**config.mk**
```make
export PLATFORM = sky130hd
export DESIGN_NAME = maj_tally
export DESIGN_NICKNAME = d
export VERILOG_FILES = /design/src/hw/rtl/maj_pkg.sv /design/src/hw/rtl/maj_tally.sv
export SDC_FILE = /design/constraint.sdc
export NUM_CORES = 1
export LEC_CHECK = 0
export BUFFER_PORTS_ARGS = -buffer_cell sky130_fd_sc_hd__clkbuf_2
export CAP_MARGIN = 10
export CORE_ASPECT_RATIO = 0.9
export CORE_MARGIN = 2
export CORE_UTILIZATION = 32
export CTS_BUF_LIST = sky130_fd_sc_hd__clkbuf_8
export CTS_CLUSTER_SIZE = 25
export DETAILED_ROUTE_END_ITERATION = 8
export GPL_ROUTABILITY_DRIVEN = 0
export HOLD_SLACK_MARGIN = 0.1
export PLACE_DENSITY = 0.54
export SYNTH_ARGS = -nofsm -noshare
export SYNTH_HDL_FRONTEND = slang
export SYNTH_SLANG_ARGS = --single-unit
```
**constraint.sdc**
```tcl
create_clock -name clk -period 10.1 [get_ports clk]
set_clock_uncertainty 0.15 [all_clocks]
set_input_delay 1.01 -clock clk [delete_from_list [all_inputs] [get_ports clk]]
set_output_delay 1.01 -clock clk [all_outputs]
set_load 0.02 [all_outputs]
```
**src/hw/rtl/maj_pkg.sv**
```systemverilog
// ---------------------------------------------------------------------------
// maj_pkg
// Types, codes and defaults shared by the majority element finder
// ---------------------------------------------------------------------------
package maj_pkg;

	// width of the value fields on the ports
	localparam int ITEM_W = 32;

	// parameter defaults
	localparam int MAX_ITEMS_DEF  = 1024;
	localparam int DATA_WIDTH_DEF = 32;

	// one input transfer
	typedef struct packed {
		logic signed [ITEM_W-1:0] item_value;
		logic                     is_last;
	} item_t;

	// one result transfer
	typedef struct packed {
		logic                     has_majority;
		logic signed [ITEM_W-1:0] majority_value;
		logic                     overflowed;
	} result_t;

	// sequencer states
	typedef enum logic [1:0] {
		ST_LOAD,
		ST_SCAN,
		ST_DONE
	} state_t;

	// operations of the shared compare unit
	typedef enum logic [1:0] {
		OP_NONE,
		OP_VOTE,
		OP_COUNT,
		OP_CLEAR
	} tally_op_t;

	// control from the sequencer to the tally unit
	typedef struct packed {
		tally_op_t op;
	} tally_ctl_t;

endpackage

```
**src/hw/rtl/maj_tally.sv**
```systemverilog
// ---------------------------------------------------------------------------
// maj_tally
// Candidate vote and occurrence count around one shared equality compare
// ---------------------------------------------------------------------------
module maj_tally #(
	parameter int DW = 32,
	parameter int CW = 11
) (
	input  logic               clk,
	input  logic               arst_n,
	input  maj_pkg::tally_ctl_t ctl,
	input  logic [DW-1:0]      in_word,
	input  logic [DW-1:0]      rd_word,
	output logic [DW-1:0]      cand,
	output logic [CW-1:0]      occ
);
	import maj_pkg::*;

	logic [DW-1:0] cand_q;
	logic [CW-1:0] vote_q;
	logic [CW-1:0] occ_q;
	logic [DW-1:0] opnd;
	logic          eq;

	// shared compare: incoming item while loading, stored item while scanning
	assign opnd = (ctl.op == OP_COUNT) ? rd_word : in_word;
	assign eq   = (opnd == cand_q);

	// vote and occurrence registers
	always_ff @(posedge clk or negedge arst_n) begin
		if (!arst_n) begin
			cand_q <= '0;
			vote_q <= '0;
			occ_q  <= '0;
		end else begin
			unique case (ctl.op)
				OP_VOTE: begin
					if (vote_q == '0) begin
						cand_q <= in_word;
						vote_q <= CW'(1);
					end else if (eq) begin
						vote_q <= vote_q + CW'(1);
					end else begin
						vote_q <= vote_q - CW'(1);
					end
				end
				OP_COUNT: begin
					if (eq) begin
						occ_q <= occ_q + CW'(1);
					end
				end
				OP_CLEAR: begin
					cand_q <= '0;
					vote_q <= '0;
					occ_q  <= '0;
				end
				OP_NONE: begin
				end
				default: begin
				end
			endcase
		end
	end

	assign cand = cand_q;
	assign occ  = occ_q;

endmodule

```
==> results of run 1 <==
## final cells by class
cell class                 instances  area share (%)
timing repair buffer             113            13.3
clock buffer                       5            1.60
tap                              133            3.87
sequential                        54            31.4
multi-input combinational        256            45.8
inverter                          35            3.06
clock inverter                     3           0.873
## final timing paths
check	startpoint	endpoint	slack [ps]	depth (start not counted)
min in group asynchronous	arst_n	cand[4]$_DFFE_PN0P_	670	2
worst min-delay path	vote_q[2]$_DFFE_PN0P_	vote_q[2]$_DFFE_PN0P_	390	1
worst max register to register	cand[26]$_DFFE_PN0P_	vote_q[10]$_DFFE_PN0P_	5170	15
max in group asynchronous	arst_n	vote_q[7]$_DFFE_PN0P_	8650	2
worst max-delay path	ctl[0]	vote_q[10]$_DFFE_PN0P_	4250	16
worst min register to register	vote_q[2]$_DFFE_PN0P_	vote_q[2]$_DFFE_PN0P_	390	1
## per-stage QoR
stage                     setup WS, ps  hold slack (ps)  utilization [%]  cell area, µm²
final                             4250              387             39.9            4300
after floorplan                   5030              333                -            3530
after detailed placement          3930              365             38.9            4190
after global routing              3880              409             39.9            4300
after global placement            4100              363             38.9            4190
after CTS                         4240              390             39.9            4300
## flip-flops by register name (all words and copies together) (netlist names)
register / cells
cand: 32
occ: 11
vote_q: 11
## Yosys cell counts, types with 5 or more instances
master	n	area share, %
mux2i_1	9	2.6
nand4_1	6	1.1
o2111ai_1	8	2.0
nand2_1	19	2.0
inv_1	33	3.5
nand2b_1	13	2.3
a21oi_1	10	1.4
a22o_1	32	7.9
nand3_1	10	1.4
xnor2_1	22	5.5
ha_1	11	3.9
clkbuf_1	9	0.96
dfrtp_1	54	38
o21ai_0	10	1.4
xor2_1	14	3.5
o22ai_1	7	1.2
nor3_1	5	0.71
o221ai_1	5	1.2
nor4_1	7	1.2
nor2_1	8	0.85
o2bb2ai_1	8	2.0
## cell families after synthesis
| kind of cell | share of synthesized area, % |
|---|---|
| AO/OA/AOI/OAI | 25.5 |
| XOR/XNOR | 8.94 |
| adder cells (fa/ha/maj) | 4.47 |
| buffers and inverters | 5.89 |
| flip-flops | 38.3 |
| multiplexers | 2.56 |
| AND/OR/NAND/NOR | 14.3 |
## metal layers
layer	GRT usage, %	vias up
met5	0	-
met4	5.14	0
met3	2.57	11
met2	25.4	103
met1	26.8	1533
li1	-	1559
## report_power, final
part | internal [mW] | switching, mW | leakage, nW
Sequential | 0.256 | 0.0483 | 0.740
Clock | 0.0725 | 0.0752 | 0.0607
Combinational | 0.164 | 0.192 | 1.30
Total | 0.493 | 0.316 | 2.10
## worst max-delay path, cell delays in order
cell and delay, ps:
clkbuf_2 260, nand2b_1 650, mux2i_1 290, xor2_1 180
o2111ai_1 140, or4_1 710, or2_1 540, fa_1 510
a21oi_1 200, o22ai_1 120, nor2_1 150, o21ai_0 170
a31o_2 300, or3b_1 160, or4b_1 430, o221ai_1 90
==> results.cfg, run 1 <==
[clock_tree]
cts_buffers = 5
clkLatencyLatePin_ps = 310
ctsHoldBuffers = 0
cts_resized = 0
cts_setup_buffers = 0
htreeDepth = 2
cts_root_buf = clkbuf_8
cts_buffer_depth = 2
tritoncts = done
clkTransAtPathRegs_ps = 100
clock_sinks = 54

[sta]
final_hold_viol_count = 0
finalSetupTns_ps = 0
fin_crit_sh_pct = 58.0
grt_setup_unrepaired = no
setup_violations = 0
tightestPinTransition_ps = 754
fmax_ghz = 0.171
drv_slew = 0
slew_headroom_pct = 49.7
fin_crit_ps = 5850

[cells_and_area]
nFillCells = 1110
stdcell_count = 599
regArea_mm2 = 0.00135
multi_input_area_mm2 = 0.00197
layout-drive-gt1-share_pct = 27.9
diodes = 0
layout_commonest_cell = clkbuf_2
final_cell_mix = clkbuf_2 (110), dfrtp_1 (54), inv_1 (35)
layout.nets = 545
syn_to_final_growth_pct = 21.9

[routing]
viasPerCell = 5.35
wl_met1_mm = 4.98
wl_met2_mm = 4.59
drc_errors = 0
top_layer = met4
num_vias = 3206
drt_iter0_drc = 157
drt_wl_total_mm = 10.3
drt-pass1-iter-count = 5
wl_met3_um = 538
drtAntennaViolNets = 0
wl_per_cell_um = 17.1

[flow_run]
cap_violations = 0

[global_routing]
antenna_found_initial = 0
grt.overflow.total = 0
grtUsageTotal_pct = 17.5
grt_pass1_wl_mm = 16.5
grt_pass1_vias = 3057
grt_max_degree = 55

[critical_path]
startpoint_type = primary input
cp.required_ps = 10170
crit_type = in -> reg
cp.arrival_ps = 5930
crit_path_max_fanout = 16
endpoint_kind = flop

[place]
portBuffers = 110
detailed_place_hpwl_mm = 7.90
dp_cells = 591

[die]
fp.dieH_um = 104
core-area_mm2 = 0.0108
start_util_pct = 32.8
fp.dieArea_mm2 = 0.0119
num_io_pins = 111
die_w_um = 115
fp-row-count = 36

[synth]
ys_types = 58
ys.flop_type = dfrtp_1
synth_nets = 440
synth_seq_cells = 54
syn_area_per_cell_um2 = 9.79
synth_warnings = 0
synth_edf_count = 0
async_flop_share_pct = 100
synth.cell_area_mm2 = 0.00353
yosysSeqAreaShare_pct = 38.3
syn_inst = 360

[power_and_ir_drop]
vdd_drop_max_mv = 0.0637
leakage_nw = 2.10
cellPowerDensity_mw_per_mm2 = 188
total_power_uw = 809

[worst_hold_path]
hp-class = reg -> reg

[run_status]
outcome = completed
(Power assumes the default switching activity.)
==> run 2: changes to the inputs <==
Settings changed: ABC_AREA from default to 1, PLACE_DENSITY 0.54 to 0.55.
Clock period 10.1 ns to 4.86 ns, I/O delays scaled along.
==> results.cfg, run 2 <==
[synth]
yosys.area.top_type = dfrtp_1
synth_nets = 667
synth_top_area_share_pct = 34.1
synth_warnings = 0
synth_commonest_cells = nand2_1 (194), nand3_1 (101), inv_1 (79), dfrtp_1 (54), o21ai_0 (37)
async_flop_share_pct = 100
ys.flop_type = dfrtp_1
yosysMostFrequentCell = nand2_1
synth.cell_area_mm2 = 0.00396
synth_seq_cells = 54
synth_edf_count = 0
syn_area_per_cell_um2 = 6.74
ys_types = 32
synthTopCellsByArea = dfrtp_1 (34%), nand2_1 (18%), nand3_1 (13%)
syn_inst = 587
yosysSeqAreaShare_pct = 34.1

[clock_tree]
cts_root_buf = clkbuf_8
ctsHoldBuffers = 0
clkLatencyLatePin_ps = 340
clkTransAtPathRegs_ps = 100
htreeDepth = 2
tritoncts = done
cts_resized = 0
cts_setup_buffers = 0
cts_buffers = 5
cts_buffer_depth = 2
clock_sinks = 54

[worst_hold_path]
hp-class = in -> async

[sta]
fmax_ghz = 0.252
final_hold_viol_count = 0
fin_crit_ps = 3960
slew_headroom_pct = 35.4
drv_slew = 0
grt_setup_unrepaired = no
finalSetupTns_ps = 0
fin_crit_sh_pct = 81.5
setup_violations = 0
whs_ps = 142
tightestPinTransition_ps = 965

[cells_and_area]
largest_reg_flops = 32
final_cell_area_mm2 = 0.00469
syn_to_final_growth_pct = 18.5
diodes = 0
multi_input_area_mm2 = 0.00216
layout-drive-gt1-share_pct = 20.5
layout.nets = 768
layout_commonest_cell = nand2_1
final_util_pct = 38.9
regArea_mm2 = 0.00135
nFillCells = 1335
final_cell_mix = nand2_1 (193), clkbuf_2 (110), nand3_1 (101)

[die]
start_util_pct = 32.8
die_w_um = 121
core-area_mm2 = 0.0121
fp.dieH_um = 110
fp.dieArea_mm2 = 0.0133
fp-row-count = 38
num_io_pins = 111

[critical_path]
startpoint = ctl[0]
crit_buf_inv = 2
cp_cell_sequence = clkbuf_2 > inv_4 > nand2_4 > nand2_1 > nand3_1 > nand2_1 > nand2_1 > nor2_1 > nand2_1 > nor2_2 > nand2_1 > ha_1 > nand2_1 > nand2_1 > nand3_1 > nand2_1 > a21oi_1 > o21bai_1 > o21ai_0 > o21ai_0
reg2reg_setup_slack_ps = 1610
crit_path_max_fanout = 36
rr_endpoint = vote_q[7]$_DFFE_PN0P_
endpoint_kind = flop
crit_top_cell = nand2_1
r2r-start = cand[10]$_DFFE_PN0P_
crit_type = in -> reg
cp.arrival_ps = 4020
ff2ff_path_depth = 17
cp.required_ps = 4920
startpoint_type = primary input
cpPeakStageDelay_ps = 500
crit_family = simple AND/OR/NAND/NOR gates
slowest_stage = ha_1

[global_routing]
grt.met3_usage_pct = 2.70
grt_use_met2_pct = 29.0
grt.overflow.total = 0
grt_pass1_wl_mm = 18.9
grtUsageTotal_pct = 18.0
antenna_found_initial = 0
top_usage_layer = met2
grt_pass1_vias = 3978
grt_max_degree = 56
use_met1_pct = 24.7

[routing]
drt_wl_total_mm = 11.5
drc_errors = 0
drt-pass1-iter-count = 5
drtAntennaViolNets = 0
num_vias = 4201
viasPerCell = 4.95
drt_iter0_drc = 280
wl_per_cell_um = 13.6

[run_status]
outcome = completed

[power_and_ir_drop]
cellPowerDensity_mw_per_mm2 = 387
leakage_nw = 2.64
vdd_drop_max_mv = 0.140

[place]
portBuffers = 110
detailed_place_hpwl_mm = 8.41
placed_area_mm2 = 0.00460

[flow_run]
cap_violations = 0
==> run 2: changes by cell type after synthesis, sizes merged, moves of 9 or more <==
cell	before	now
nand3	10	102
mux2i	9	0
nand2b	13	0
inv	33	81
a22o	32	0
nor2	8	18
nand2	19	206
buf	6	15
xnor2	22	2
o21ai	10	37
==> run 2: cell families after synthesis <==
kind of cell | synth area share (%)
simple gates | 39.0
fa+ha+maj | 3.98
compound gates | 9.17
buf+inv | 11.3
flops | 34.1
xor+xnor | 2.43
==> run 2: cell type report <==
class	count	share of cell area, %
inverter	81	6.59
timing repair buffer	113	12.2
tap	160	4.27
clock buffer	6	1.76
clock inverter	2	0.267
multi-input combinational	433	46.1
sequential	54	28.8
==> run 2: how the worst max path moves through the flow <==
stage / depth (start not counted) / slack (ps) / endpoint
final: 20 / 900 / vote_q[7]$_DFFE_PN0P_
after global routing: 20 / 440 / vote_q[7]$_DFFE_PN0P_
after CTS: 20 / 910 / vote_q[7]$_DFFE_PN0P_
after detailed placement: 20 / 550 / vote_q[7]$_DFFE_PN0P_
after global placement: 20 / 660 / vote_q[7]$_DFFE_PN0P_
after floorplan: 22 / 1590 / vote_q[9]$_DFFE_PN0P_
==> run 2: layer usage <==
layer	up-vias	wire length, µm
met5	-	0
met4	0	178
met3	10	614
met2	128	5280
met1	1958	5460
li1	2105	-
==> run 2: metrics by stage <==
stage,setup WS [ps],instances,power [mW]
final,899,849,1.81
after global routing,444,849,1.98
after CTS,908,849,1.83
after detailed placement,552,841,1.53
after global placement,658,841,1.51
after floorplan,1590,587,1.27
==> run 2: power breakdown <==
| part | total (mW) | internal (mW) | leakage (nW) | switching, mW |
|---|---|---|---|---|
| Clock | 0.286 | 0.115 | 0.0472 | 0.171 |
| Combinational | 0.873 | 0.320 | 1.88 | 0.553 |
| Sequential | 0.655 | 0.553 | 0.707 | 0.102 |
| Total | 1.81 | 0.988 | 2.64 | 0.826 |
